--- src/rtl/spmc_pkg.sv ---
`timescale 1ns / 1ps

package spmc_pkg;

  localparam int SAMPLE_BITS = 10;
  localparam int AVG_BITS    = SAMPLE_BITS + 4;
  localparam int MIN_BITS    = SAMPLE_BITS + 1;
  localparam int CFG_IDX_BITS = 1;

  // Register indexes on the configuration port
  localparam logic [CFG_IDX_BITS-1:0] REG_LOUD  = 1'd0;
  localparam logic [CFG_IDX_BITS-1:0] REG_QUIET = 1'd1;

  // Light mode codes
  localparam logic [1:0] MODE_OFF   = 2'd0;
  localparam logic [1:0] MODE_QUIET = 2'd1;
  localparam logic [1:0] MODE_SOUND = 2'd2;

  localparam logic [SAMPLE_BITS-1:0] LOUD_RESET  = SAMPLE_BITS'(621);
  localparam logic [AVG_BITS-1:0]    QUIET_RESET = AVG_BITS'(993);
  localparam logic [MIN_BITS-1:0]    MIN_RESET   = MIN_BITS'(1) << SAMPLE_BITS;

  typedef struct packed {
    logic [SAMPLE_BITS-1:0] peak_to_peak;
    logic [AVG_BITS-1:0]    average_level;
    logic [1:0]             light_mode;
    logic                   toggled;
  } result_t;

endpackage

--- src/rtl/sound_peak_mode_controller.sv ---
`timescale 1ns / 1ps

// Peak-to-peak sound level detector with a three-state light mode.
// Input channel (in_valid/in_ready): one microphone sample per request plus
// a window-end mark. Samples without the mark only update the window max/min
// and produce no result. A marked sample closes the window: the block forms
// max - min, updates the running average (u10.4) and the light mode, and
// emits one result request on the out_ channel.
// Path: a request accepted into the stage register is evaluated there and
// its result is written into the result buffer, which drives out_valid.
// Throughput: one request per cycle unless stalled as below; the evaluate
// stage is compare, subtract and halve logic before the result buffer.
// A two-entry result buffer decouples the channels, so samples keep flowing
// while a result waits; only a window-end sample stalls, when both entries
// are still held by a stalled receiver.
// Configuration (cfg_we/cfg_index/cfg_wdata): write while idle. Index 0 is
// the loud threshold, index 1 the quiet threshold.
// Reset (synchronous, rst_n low): thresholds to 621 and 993, window cleared,
// average zero, mode quiet pattern, result buffer empty.
module sound_peak_mode_controller (
  input  logic                              clk,
  input  logic                              rst_n,
  input  logic                              in_valid,
  output logic                              in_ready,
  input  logic [spmc_pkg::SAMPLE_BITS-1:0]  in_sample,
  input  logic                              in_window_end,
  output logic                              out_valid,
  input  logic                              out_ready,
  output logic [spmc_pkg::SAMPLE_BITS-1:0]  out_peak_to_peak,
  output logic [spmc_pkg::AVG_BITS-1:0]     out_average_level,
  output logic [1:0]                        out_light_mode,
  output logic                              out_toggled,
  input  logic                              cfg_we,
  input  logic [spmc_pkg::CFG_IDX_BITS-1:0] cfg_index,
  input  logic [spmc_pkg::AVG_BITS-1:0]     cfg_wdata
);
  import spmc_pkg::*;

  logic [SAMPLE_BITS-1:0] loud_r, loud_nxt;
  logic [AVG_BITS-1:0]    quiet_r, quiet_nxt;

  // stage register in front of the evaluate logic
  logic                   s1_valid_r, s1_valid_nxt;
  logic [SAMPLE_BITS-1:0] s1_sample_r;
  logic                   s1_we_r;
  logic                   s1_go;
  logic                   in_take;

  logic    buf_full;
  logic    res_push;
  result_t res;
  result_t out_data;

  always_comb begin
    loud_nxt  = loud_r;
    quiet_nxt = quiet_r;
    if (cfg_we) begin
      unique case (cfg_index)
        REG_LOUD:  loud_nxt  = cfg_wdata[SAMPLE_BITS-1:0];
        REG_QUIET: quiet_nxt = cfg_wdata;
        default:   ;
      endcase
    end
  end

  always_comb begin
    // a window-end request needs a free result entry; others always advance
    s1_go        = s1_valid_r && (!s1_we_r || !buf_full);
    in_ready     = !s1_valid_r || s1_go;
    in_take      = in_valid && in_ready;
    s1_valid_nxt = in_take || (s1_valid_r && !s1_go);
  end

  always_ff @(posedge clk) begin
    if (!rst_n) begin
      loud_r     <= LOUD_RESET;
      quiet_r    <= QUIET_RESET;
      s1_valid_r <= 1'b0;
    end else begin
      loud_r     <= loud_nxt;
      quiet_r    <= quiet_nxt;
      s1_valid_r <= s1_valid_nxt;
    end
  end

  always_ff @(posedge clk) begin
    if (in_take) begin
      s1_sample_r <= in_sample;
      s1_we_r     <= in_window_end;
    end
  end

  spmc_eval u_eval (
    .clk             (clk),
    .rst_n           (rst_n),
    .step            (s1_go),
    .sample          (s1_sample_r),
    .window_end      (s1_we_r),
    .loud_threshold  (loud_r),
    .quiet_threshold (quiet_r),
    .res_push        (res_push),
    .res             (res)
  );

  spmc_obuf u_obuf (
    .clk       (clk),
    .rst_n     (rst_n),
    .push      (res_push),
    .push_data (res),
    .full      (buf_full),
    .out_valid (out_valid),
    .out_ready (out_ready),
    .out_data  (out_data)
  );

  assign out_peak_to_peak  = out_data.peak_to_peak;
  assign out_average_level = out_data.average_level;
  assign out_light_mode    = out_data.light_mode;
  assign out_toggled       = out_data.toggled;

endmodule

--- src/rtl/spmc_eval.sv ---
`timescale 1ns / 1ps

module spmc_eval (
  input  logic                            clk,
  input  logic                            rst_n,
  input  logic                            step,
  input  logic [spmc_pkg::SAMPLE_BITS-1:0] sample,
  input  logic                            window_end,
  input  logic [spmc_pkg::SAMPLE_BITS-1:0] loud_threshold,
  input  logic [spmc_pkg::AVG_BITS-1:0]    quiet_threshold,
  output logic                            res_push,
  output spmc_pkg::result_t               res
);
  import spmc_pkg::*;

  logic [SAMPLE_BITS-1:0] max_r, max_nxt, max_upd;
  logic [MIN_BITS-1:0]    min_r, min_nxt, min_upd;
  logic [AVG_BITS-1:0]    avg_r, avg_nxt, avg_upd;
  logic [1:0]             mode_r, mode_nxt, mode_upd;
  logic [SAMPLE_BITS-1:0] p2p;
  logic [AVG_BITS:0]      avg_sum;
  logic                   loud;

  always_comb begin
    max_upd = max_r;
    min_upd = min_r;
    // a new maximum skips the minimum test
    if (sample > max_r) begin
      max_upd = sample;
    end else if (MIN_BITS'(sample) < min_r) begin
      min_upd = MIN_BITS'(sample);
    end

    // min still at its reset value when never set: saturate to zero
    if (MIN_BITS'(max_upd) >= min_upd) begin
      p2p = max_upd - min_upd[SAMPLE_BITS-1:0];
    end else begin
      p2p = '0;
    end

    avg_sum = (AVG_BITS+1)'(avg_r) + (AVG_BITS+1)'({p2p, 4'b0000});
    avg_upd = avg_sum[AVG_BITS:1];

    loud = (p2p >= loud_threshold);
    if (loud) begin
      mode_upd = (mode_r == MODE_OFF) ? MODE_QUIET : MODE_OFF;
    end else if (mode_r != MODE_OFF) begin
      mode_upd = (avg_upd < quiet_threshold) ? MODE_QUIET : MODE_SOUND;
    end else begin
      mode_upd = MODE_OFF;
    end

    max_nxt  = max_r;
    min_nxt  = min_r;
    avg_nxt  = avg_r;
    mode_nxt = mode_r;
    if (step) begin
      if (window_end) begin
        max_nxt  = '0;
        min_nxt  = MIN_RESET;
        avg_nxt  = avg_upd;
        mode_nxt = mode_upd;
      end else begin
        max_nxt = max_upd;
        min_nxt = min_upd;
      end
    end

    res_push          = step && window_end;
    res.peak_to_peak  = p2p;
    res.average_level = avg_upd;
    res.light_mode    = mode_upd;
    res.toggled       = loud;
  end

  always_ff @(posedge clk) begin
    if (!rst_n) begin
      max_r  <= '0;
      min_r  <= MIN_RESET;
      avg_r  <= '0;
      mode_r <= MODE_QUIET;
    end else begin
      max_r  <= max_nxt;
      min_r  <= min_nxt;
      avg_r  <= avg_nxt;
      mode_r <= mode_nxt;
    end
  end

  a_window_clear: assert property (@(posedge clk) disable iff (!rst_n)
    res_push |=> (max_r == '0) && (min_r == MIN_RESET))
    else $error("window trackers not cleared after window end");

  a_toggle_flip: assert property (@(posedge clk) disable iff (!rst_n)
    (res_push && res.toggled) |=> (mode_r == MODE_OFF) == ($past(mode_r) != MODE_OFF))
    else $error("loud window did not toggle the mode");

  a_hold_mid_window: assert property (@(posedge clk) disable iff (!rst_n)
    !res_push |=> $stable(avg_r) && $stable(mode_r))
    else $error("average or mode changed without a window end");

endmodule

--- src/rtl/spmc_obuf.sv ---
`timescale 1ns / 1ps

module spmc_obuf (
  input  logic              clk,
  input  logic              rst_n,
  input  logic              push,
  input  spmc_pkg::result_t push_data,
  output logic              full,
  output logic              out_valid,
  input  logic              out_ready,
  output spmc_pkg::result_t out_data
);
  import spmc_pkg::*;

  result_t    mem_r [2];
  logic       wptr_r, wptr_nxt;
  logic       rptr_r, rptr_nxt;
  logic [1:0] count_r, count_nxt;
  logic       pop;

  always_comb begin
    full      = (count_r == 2'd2);
    out_valid = (count_r != 2'd0);
    pop       = out_valid && out_ready;
    out_data  = mem_r[rptr_r];
    wptr_nxt  = push ? ~wptr_r : wptr_r;
    rptr_nxt  = pop ? ~rptr_r : rptr_r;
    count_nxt = count_r + 2'(push) - 2'(pop);
  end

  always_ff @(posedge clk) begin
    if (push) begin
      mem_r[wptr_r] <= push_data;
    end
  end

  always_ff @(posedge clk) begin
    if (!rst_n) begin
      wptr_r  <= 1'b0;
      rptr_r  <= 1'b0;
      count_r <= 2'd0;
    end else begin
      wptr_r  <= wptr_nxt;
      rptr_r  <= rptr_nxt;
      count_r <= count_nxt;
    end
  end

endmodule
--- config.mk ---
export PLATFORM = sky130hd
export DESIGN_NAME = sound_peak_mode_controller
export DESIGN_NICKNAME = d
export VERILOG_FILES = /design/src/rtl/spmc_pkg.sv /design/src/rtl/sound_peak_mode_controller.sv /design/src/rtl/spmc_eval.sv /design/src/rtl/spmc_obuf.sv
export SDC_FILE = /design/constraint.sdc
export NUM_CORES = 1
export LEC_CHECK = 0
export ABC_AREA = 1
export BUFFER_PORTS_ARGS = -buffer_cell sky130_fd_sc_hd__buf_2
export CAP_MARGIN = 20
export CORE_UTILIZATION = 60
export CTS_BUF_LIST = sky130_fd_sc_hd__clkbuf_4
export DETAILED_ROUTE_END_ITERATION = 10
export GPL_TIMING_DRIVEN = 0
export PLACE_DENSITY = 0.89
export SLEW_MARGIN = 20
export SYNTH_ARGS = -nofsm -noshare
export SYNTH_HDL_FRONTEND = slang
export SYNTH_SLANG_ARGS = --single-unit
export TNS_END_PERCENT = 5
--- constraint.sdc ---
create_clock -name clk -period 7.3 [get_ports clk]
set_input_delay 0.73 -clock clk [delete_from_list [all_inputs] [get_ports clk]]
set_output_delay 0.73 -clock clk [all_outputs]
set_load 0.05 [all_outputs]
# Word-level counts from Yosys, hierarchy flattened

Memory sizes are Yosys's and may differ from the RTL's. A register that Yosys moved wholly into a read port is not among the register bits.
Cells that the tools add are included.

Word-level logic and storage cells: 58
Register bits: 77
Memory bits (writable): 54
Memories kept: 1
Input bits: 31
Output and inout bits: 29

Magnitude comparators: 5
Bitwise operators: 3
Equal/unequal tests: 1
Reduce and logical (&&, ||, !) cells: 18
Mux-type cells: 14
Add/subtract/negate cells: 4

Memory list:

| memory       | words | width | read ports | clocked after memory_dff | wr ports | RTL line        | text |
|---|---|---|---|---|---|---|---|
| u_obuf.mem_r | 2     | 27    | 1          | 1                        | 1        | spmc_obuf.sv:15 | `result_t mem_r [2];` |

Operators by type and width:

| operator                                                | count |
|---|---|
| 11-bit two-way mux                                      | 3 |
| 10-bit two-way mux                                      | 3 |
| 14-bit by 14-bit adder with 15-bit output               | 1 |
| 14-bit less-than comparator                             | 1 |
| 10-bit by 11-bit >= comparator with 1-bit output        | 1 |
| 10-bit by 11-bit less-than comparator with 1-bit output | 1 |
| 10-bit >= comparator                                    | 1 |
| 10-bit > comparator                                     | 1 |
| 10-bit subtractor                                       | 1 |
| 2-bit two-way mux                                       | 3 |
| 2-bit AND reduction                                     | 3 |
| 1-bit logical AND                                       | 5 |
| 1-bit two-way mux                                       | 5 |
| 1-bit logical NOT                                       | 4 |
| 2-bit nonzero test                                      | 2 |
| 1-bit logical OR                                        | 3 |
| 1-bit inverter                                          | 3 |
| 2-bit by 1-bit adder with 2-bit output                  | 1 |
| 2-bit equality test (second input constant)             | 1 |
| 2-bit logical NOT                                       | 1 |
| 2-bit by 1-bit subtractor with 2-bit output             | 1 |

# Longest topological paths before layout

Gate-level depths: netlist (run 1).

Depth in word-level cells: 10
Depth in mapped cells: 44
Depth with buffers taken out: 43

# Modules after synthesis

Synthesis (run 1) repeated with hierarchy kept, for this count alone.

Cells, all modules: 833
Area, all modules: 7322.0 sq um

Modules (own cells, without submodules):

| module                     | area an instance (sq um) | sequential area each (sq um) | times used | cells an instance |
|---|---|---|---|---|
| spmc_eval                  | 3771.1                   | 720.7                        | 1          | 579 |
| spmc_obuf                  | 2289.7                   | 1721.7                       | 1          | 120 |
| sound_peak_mode_controller | 1261.2                   | 830.8                        | 1          | 134 |

# Worst setup path after synthesis (run 1)

No wires, ideal clock.

Path type: reg2reg
Start: reg s1_sample_r[9]
End: mem u_obuf.mem_r[0][2] in the netlist's numbering (data pin)
Library setup time: 0.253 ns
Period minus slack after synthesis: 5.033 ns
Data arrival time: 4.780 ns
Cell stages (with the launch flop): 39
Path buffers: 2
Required time: 7.047 ns
Path slack: 2.267 ns
Cell sequence: edfxtp_1 > ha_1 > nand2_2 > inv_1 > a21oi_1 > nand3_2 > nand2_2 > buf_6 > buf_8 > nand3_2 > nand2_1 > ha_1 > a21oi_1 > nand2_1 > nand2_1 > nand3_1 > nand3_1 > nand2_1 > [... 3 more ...] > inv_1 > ha_1 > fa_1 > nand3_1 > nand2_1 > nand4_1 > nand3_1 > a31oi_1 > inv_1 > ha_1 > nand2_1 > a21oi_1 > nor3_1 > nand2_1 > a21oi_1 > inv_1 > nand2_1 > inv_1

RTL lines:

| element                  | RTL line                         | text |
|---|---|---|
| start: declaration       | sound_peak_mode_controller.sv:44 | `logic [SAMPLE_BITS-1:0] s1_sample_r;` |
| start signal: assignment | sound_peak_mode_controller.sv:88 | `s1_sample_r <= in_sample;` |
| end: declaration         | spmc_obuf.sv:15                  |  |

==> results of run 1 <==
[where the power goes]
| group | switching [uW] | total, uW | internal (uW) |
|---|---|---|---|
| logic | 466 | 691 | 226 |
| clock network | 269 | 445 | 176 |
| registers | 19.9 | 850 | 830 |
| total | 754 | 1990 | 1230 |
[sequential cells by signal, indices dropped and copies added, names as in the netlist, named ones only]
name,cells
u_obuf.mem_r,54
quiet_r,14
u_eval.avg_r,13
u_eval.min_r,11
loud_r,10
s1_sample_r,10
u_eval.max_r,10
u_eval.mode_r,2
u_obuf.count_r,2
s1_valid_r,1
s1_we_r,1
u_obuf.rptr_r,1
u_obuf.wptr_r,1
[stage by stage]
stage                     power [uW]  area, sq um
after global routing            2100         7850
final                           1990         7850
after detailed placement        1550         7600
after CTS                       1990         7850
after global placement          1530         7530
after floorplan                 1390         7060
[cell type report]
| class | instances | area, sq um | share of cell area [%] |
|---|---|---|---|
| Inverter | 120 | 450 | 5.74 |
| Tap cell | 143 | 179 | 2.28 |
| Multi-Input combinational cell | 515 | 3240 | 41.2 |
| Buffer | 21 | 111 | 1.42 |
| Clock buffer | 19 | 143 | 1.82 |
| Sequential cell | 131 | 3270 | 41.7 |
| Timing Repair Buffer | 61 | 350 | 4.46 |
| Clock inverter | 13 | 111 | 1.42 |
[per-layer routing]
metal	GRT usage (%)	wire, microns	vias up
met2	43.6	7410	185
met3	6.09	977	41
met1	31.5	6230	2532
met4	13.7	441	0
met5	0	0	-
li1	-	-	2777
[final timing paths]
| path | from | end | slack [ns] | cells after the start |
|---|---|---|---|---|
| max reg2reg | s1_sample_r[5] | u_obuf.mem_r[1][2] | 1.19 | 35 |
| max | s1_sample_r[5] | u_obuf.mem_r[1][2] | 1.19 | 35 |
| min reg2reg | u_obuf.rptr_r | u_obuf.rptr_r | 0.46 | 1 |
| min | in_sample[3] | s1_sample_r[3] | 0.35 | 1 |
[synth_stat cells (6+ instances only)]
cell / instances
nand2_1: 188
inv_1: 119
dfxtp_1: 66
edfxtp_1: 65
ha_1: 64
a21oi_1: 61
nor2_1: 33
nand3_1: 31
mux2_2: 27
o21ai_0: 25
o211ai_1: 12
clkbuf_1: 11
nand3_2: 10
o21ai_2: 9
xor2_1: 9
nand4_1: 6
xnor2_1: 6
[cell families after synthesis]
kind of cell	share of synthesized area (%)
adder cells (fa/ha/maj)	11.9
multiplexers	4.31
AO/OA/AOI/OAI	10.0
AND/OR/NAND/NOR	17.5
flip-flops	46.4
buffers and inverters	7.96
XOR/XNOR	1.86
==> results.cfg, run 1 <==
[floorplanning]
fp.coreArea_sq_mm = 0.0114
dieWidth_microns = 110
start_util_pct = 61.8
row_count = 39
fp.dieH_microns = 110
dieArea_sq_mm = 0.0122
ios = 60

[grt]
grt_first_pass_wirelength_mm = 25.0
grt.total_usage_pct = 26.2
antenna_found_initial = 0
grt_max_degree = 21
grt_pass1_vias = 5342
grt-ovfl-total = 0

[routing]
drc = 0
vias = 5535
wl_per_cell_microns = 14.7
firstDrtPassIters = 5
routed_wl_mm = 15.1
vias_per_cell = 5.41
drt_iter0_markers = 370
ant_nets = 0

[timing]
max_freq_ghz = 0.164
slew_headroom_pct = 55.5
finalMaxSlewViolations = 0
setup_ws_ns = 1.19
worstMarginPinSlew_ns = 0.667
clock_skew_ns = 0.0191
hold_viol = 0
grt_setup_unrepaired = false
setup_tns_ns = 0
setup_viol = 0
fin_crit_ns = 6.11
min_period_over_period_pct = 83.7
holdWs_ns = 0.347

[final_layout]
layout_common_cells = nand2_1 (188), inv_1 (119), dfxtp_1 (66)
n_antenna_cell = 0
fin_cells = 1023
area_delta_synth_final_pct = 11.3
final_util_pct = 68.8
fillers = 863
final_common_cell = nand2_1
nets = 964
drive_gt1_share_pct = 18.2

[placement]
io_buffers = 59
place_hpwl_mm = 11.4
gp_congestion = 0.915
dp_cells = 991
place_ws_ns = 1.17

[clocking]
path_clk_slew_ns = 0.11
cts_tree = done
post_cts_resized = 0
cts_made_buffers = 17
clock_path_buffers = 2
worstSkewPairLatency_ns = 0.56
cts_hold_buf = 0
cts_root_buf = clkbuf_4
cts.sinks = 131
cts_setup_buffers = 0
htree_levels = 4

[synth]
synthTopCellsByArea = edfxtp_1 (28%), dfxtp_1 (19%), ha_1 (11%)
ys_warn_count = 0
synth_fp_nets = 884
synth_edf_count = 65
postSynthRegisterBits = 131
synth_area_sq_mm = 0.00706
yosysTopAreaCell = edfxtp_1
synth_ff_type = dfxtp_1
netlist_instances = 787
syn-mean-instance-area_sq_um = 8.97
synth_top_area_share_pct = 27.7
yosysUniqueCellTypes = 41
async_flop_share_pct = 0
synth_seq_area_share_pct = 46.4

[worst_setup_path]
path_class = reg -> reg
critPathCaptureType = register
critPathLaunchType = register
crit_path_frequent_cell = nand2_1
crit_family = simple AND/OR/NAND/NOR gates
cp_num_buf_inv = 5
cp_slowest_stage_delay_ns = 0.45
crit_required_ns = 7.62
crit_fanout = 10
cpMaxStageDelayCell = edfxtp_1
arrival_ns = 6.43

[pwr]
cellLeakagePower_uw = 0.00361
power_density_mw_per_mm2 = 253
ir_worst_vdd_mv = 0.180

[hold_path]
holdCritPathClass = in -> reg

[run_status]
status = finished, final reports clean

[run]
cap_violations = 0
Power figures use the tool's default switching activity.
==> inputs of run 2 (changes only) <==
- CORE_UTILIZATION: 60 -> 56
- PLACE_DENSITY: 0.89 -> 0.87
- clock period: 7.3 -> 5.1 ns (I/O delays scaled with it)
==> results.cfg, run 2 (synthesis results as in run 1) <==
[worst_setup_path]
r2r-end = u_obuf.mem_r[0][2]
r2r_slack_ns = -0.82
critPathLaunchType = register
crit_required_ns = 5.42
path_class = reg -> reg
cpMaxStageDelayCell = edfxtp_1
rr_startpoint = s1_sample_r[4]
crit_path_frequent_cell = nand2_1
crit_family = simple AND/OR/NAND/NOR gates
arrival_ns = 6.24
crit_fanout = 10
cp_num_buf_inv = 7
cp_slowest_stage_delay_ns = 0.45
reg2reg_depth = 40
critPathCaptureType = register

[floorplanning]
start_util_pct = 58.0
fp.coreArea_sq_mm = 0.0122
dieArea_sq_mm = 0.0131
row_count = 40
dieWidth_microns = 114
fp.dieH_microns = 114
ios = 60

[timing]
finalMaxSlewViolations = 0
setup_tns_ns = -4.41
fin_crit_ns = 5.92
setup_viol = 6
min_period_over_period_pct = 116
worstMarginPinSlew_ns = 0.782
max_freq_ghz = 0.169
slew_headroom_pct = 47.9
setup_ws_ns = -0.818
grt_setup_unrepaired = true
hold_viol = 0
clock_skew_ns = 0.0201

[routing]
drc = 0
vias = 6406
vias_per_cell = 5.88
drt_iter0_markers = 725
ant_nets = 0
wl_per_cell_microns = 19.6
routed_wl_mm = 21.3
firstDrtPassIters = 5

[run_status]
status = complete, but fails checks
violations = setup timing

[hold_path]
holdCritPathClass = in -> reg
hold-path-cell-count = 1
whs_endpoint = s1_sample_r[3]
hp-start = in_sample[3]

[grt]
antenna_found_initial = 0
grt_pass1_vias = 5923
grt.total_usage_pct = 29.0
grt-ovfl-total = 0
grt_first_pass_wirelength_mm = 28.6
grt_max_degree = 27

[clocking]
htree_levels = 4
cts_root_buf = clkbuf_4
cts_tree = done
cts_made_buffers = 17
cts.sinks = 131
clock_path_buffers = 2
worstSkewPairLatency_ns = 0.57
cts_hold_buf = 0
path_clk_slew_ns = 0.11

[placement]
place_hpwl_mm = 11.3
place_ws_ns = -1.01
io_buffers = 59
gp_congestion = 0.872

[final_layout]
seq_area_sq_mm = 0.00327
largest-register = u_obuf.mem_r
final_common_cell = nand2_1
n_antenna_cell = 0
reg.largest.list = u_obuf.mem_r x54, quiet_r x14, u_eval.avg_r x13
area_delta_synth_final_pct = 28.9
multi_input_area_sq_mm = 0.00402
nets = 1006
largest_reg_flops = 54
fillers = 725
drive_gt1_share_pct = 33.9
layout_common_cells = nand2_1 (153), inv_1 (113), dfxtp_1 (65), edfxtp_1 (65), buf_2 (62)

[pwr]
ir_worst_vdd_mv = 0.241
cellLeakagePower_uw = 0.00392
power_density_mw_per_mm2 = 370

[run]
cap_violations = 0
run 2: changes by cell type in the layout (fill, tap and decap cells not counted), sizes merged:
cell	before	now
clkinv	7	6
nand2	193	194
buf	71	111
inv	124	122
bufinv	1	3
clkinvlp	1	2
clkbuf	30	31
run 2: worst max-delay path by stage:
stage | from | to | slack [ns] | cells after the start
after floorplan | s1_sample_r[9] | u_obuf.mem_r[0][2] | 0.07 | 38
after global placement | s1_sample_r[9] | u_obuf.mem_r[0][1] | -0.82 | 35
after detailed placement | s1_sample_r[9] | u_obuf.mem_r[0][1] | -1.01 | 37
after CTS | s1_sample_r[5] | u_obuf.mem_r[0][2] | -0.14 | 40
after global routing | s1_sample_r[4] | u_obuf.mem_r[0][2] | -0.91 | 39
final | s1_sample_r[4] | u_obuf.mem_r[0][2] | -0.82 | 40
run 2: routing by layer:
metal / wire length (microns) / vias to the layer above / global-route usage [%]
li1: - / 2854 / -
met2: 10800 / 427 / 50.6
met5: 0 / - / 0
met4: 1160 / 0 / 16.3
met3: 1810 / 113 / 5.82
met1: 7580 / 3012 / 33.2
run 2: where the power goes:
| part | internal (uW) | switching (uW) | total, uW |
|---|---|---|---|
| combinational | 511 | 885 | 1400 |
| sequential | 1190 | 32.5 | 1220 |
| clock | 350 | 398 | 748 |
run 2: repair_timing:
action,CTS,global route
buffers inserted,19,21
pin swaps,40,55
gates cloned,1,1
setup endpoints to repair,6,6
gates resized for setup,95,72
run 2: cell type report:
class,instances,area share (%)
clock buffer,19,1.57
inverter,120,4.95
multi-input combinational,516,44.2
tap,168,2.31
buffer,21,1.55
timing repair buffer,102,7.66
sequential,131,36.0
clock inverter,13,1.75
run 2: through the flow:
stage | total power [uW] | hold slack, ns | util (%) | cell area (sq um) | std cells
after floorplan | 2000 | 0.426 | - | 7060 | 787
after global placement | 2190 | 0.434 | 62.2 | 7560 | 1014
after detailed placement | 2220 | 0.446 | 62.6 | 7620 | 1016
after CTS | 3150 | 0.100 | 70.8 | 8610 | 1068
after global routing | 3490 | 0.0828 | 74.8 | 9090 | 1090
final | 3360 | 0.117 | 74.8 | 9090 | 1090
run 2: worst reg2reg max path, delay by kind of cell, from the launching register on:
kind	cells	cell delay [ns]
fa+ha+maj	4	0.99
simple gates	25	2.80
buf+inv	7	0.69
flops	1	0.45
compound gates	3	0.53
xor+xnor	1	0.25
==> inputs of run 3 (changes only) <==
- CORE_UTILIZATION: 56 -> 40
- PLACE_DENSITY: 0.87 -> 0.68
==> results.cfg, run 3 (synthesis results as in run 1) <==
[grt]
grt_pass1_vias = 5423
grt.total_usage_pct = 19.0
grt_max_degree = 19
antenna_found_initial = 0
grt_first_pass_wirelength_mm = 26.4
grt-ovfl-total = 0

[pwr]
p_int_uw = 2080
swShare_pct = 39.1
power_frac_comb_pct = 40.1
power_density_mw_per_mm2 = 367
ir_worst_vdd_mv = 0.206
cellLeakagePower_uw = 0.00399
p_sw_uw = 1340
seq_power_share_pct = 35.6
pwr-share-clk_pct = 24.3

[floorplanning]
dieWidth_microns = 135
ios = 60
start_util_pct = 40.9
dieArea_sq_mm = 0.0182
fp.coreArea_sq_mm = 0.0172
row_count = 48
fp.dieH_microns = 135

[worst_setup_path]
path_class = reg -> reg
cpMaxStageDelayCell = edfxtp_1
crit_path_frequent_cell = nand2_1
r2r-end = u_obuf.mem_r[0][2]
cp_slowest_stage_delay_ns = 0.48
cp_num_buf_inv = 6
arrival_ns = 5.86
crit_required_ns = 5.46
critPathLaunchType = register
crit_family = simple AND/OR/NAND/NOR gates
r2r_slack_ns = -0.40
rr_startpoint = s1_sample_r[5]
critPathCaptureType = register
reg2reg_depth = 39
crit_fanout = 5

[hold_path]
hp-start = in_sample[5]
hold-path-cell-count = 1
holdCritPathClass = in -> reg
whs_endpoint = s1_sample_r[5]

[timing]
setup_ws_ns = -0.401
min_period_over_period_pct = 108
max_freq_ghz = 0.182
hold_viol = 0
clock_skew_ns = 0.0202
holdWs_ns = 0.0919
fin_crit_ns = 5.50
grt_setup_unrepaired = true
finalMaxSlewViolations = 0
setup_viol = 8
slew_headroom_pct = 54.8
worstMarginPinSlew_ns = 0.678

[final_layout]
final_util_pct = 54.0
largest-register = u_obuf.mem_r
final_common_cell = nand2_1
nets = 1019
drive_gt1_share_pct = 34.0
fillers = 1443
largest_reg_flops = 54
reg.largest.list = u_obuf.mem_r x54, quiet_r x14, u_eval.avg_r x13
area_delta_synth_final_pct = 32.0
layout_common_cells = nand2_1 (158), inv_1 (112), dfxtp_1 (66)
seq_area_sq_mm = 0.00327
multi_input_area_sq_mm = 0.00398

[routing]
wl_per_cell_microns = 15.4
firstDrtPassIters = 5
vias_per_cell = 5.04
ant_nets = 0
vias = 5854
routed_wl_mm = 17.9
drt_iter0_markers = 322
drc = 0

[run_status]
status = complete, but fails checks
violations = setup timing

[clocking]
htree_levels = 4
cts_tree = done
cts_hold_buf = 0
worstSkewPairLatency_ns = 0.59
cts.sinks = 131
cts_root_buf = clkbuf_4
cts_made_buffers = 17
clock_path_buffers = 2
path_clk_slew_ns = 0.13

[placement]
place_hpwl_mm = 11.6
place_ws_ns = -1.20
gp_congestion = 0.855
io_buffers = 59

[run]
cap_violations = 0
-- run 3: cell types whose count changed in the layout (fill, tap and decap cells not counted), moves of 3 or more --
cell and change:
nand3_1 +3, buf_12 -3, ha_4 +4, nor2_4 -4, nand2_2 -4, nand2_1 +5, nand3_2 -3, ha_1 -5
inv_8 +4, inv_6 +3, clkinv_2 -3, buf_6 +14
-- run 3: area by class of cell --
class | instances | share of cell area (%)
Antenna cell | 1 | 0.0269
Sequential cell | 131 | 35.2
Clock buffer | 17 | 1.37
Clock inverter | 15 | 2.28
Timing Repair Buffer | 115 | 9.00
Tap cell | 225 | 3.02
Buffer | 21 | 1.56
Inverter | 120 | 4.84
Multi-Input combinational cell | 516 | 42.7
-- run 3: routing by layer --
metal	share of wire, %	vias up	GRT usage (%)
met5	0	-	0
met4	3.3	0	7.43
met3	4.2	42	3.60
met2	48	166	32.1
met1	45	2756	23.9
li1	-	2890	-
-- run 3: how the worst max path moves through the flow --
stage	from	end	depth (start not counted)
floorplan	s1_sample_r[9]	u_obuf.mem_r[0][2]	38
CTS	s1_sample_r[5]	u_obuf.mem_r[1][1]	42
detailed placement	s1_sample_r[5]	u_obuf.mem_r[0][2]	35
finish	s1_sample_r[5]	u_obuf.mem_r[0][2]	39
global route	s1_sample_r[5]	u_obuf.mem_r[0][2]	39
global placement	s1_sample_r[5]	u_obuf.mem_r[0][2]	35
-- run 3: what timing repair did --
action / 4_1_cts / 5_1_grt
resized for setup: 59 / 101
hold endpoints to repair: 0 / 0
endpoints found under the setup margin: 13 / 9
setup buffers: 29 / 26
pin swaps: 16 / 72
cloned: 1 / 1
-- run 3: through the flow --
| stage | instances | power (uW) | area (sq um) | TNS (ns) |
|---|---|---|---|---|
| global route | 1160 | 3590 | 9310 | -4.59 |
| finish | 1161 | 3420 | 9310 | -2.39 |
| CTS | 1135 | 3200 | 8600 | -2.43 |
| global placement | 1071 | 2220 | 7630 | -6.19 |
| floorplan | 787 | 2000 | 7060 | 0 |
| detailed placement | 1073 | 2240 | 7700 | -6.79 |
-- run 3: power groups by stage --
stage	registers (uW)	clock network, uW	logic [uW]
floorplan	1230	0	766
global route	1230	889	1470
global placement	1240	0	978
CTS	1220	837	1140
finish	1220	830	1370
detailed placement	1240	0	998
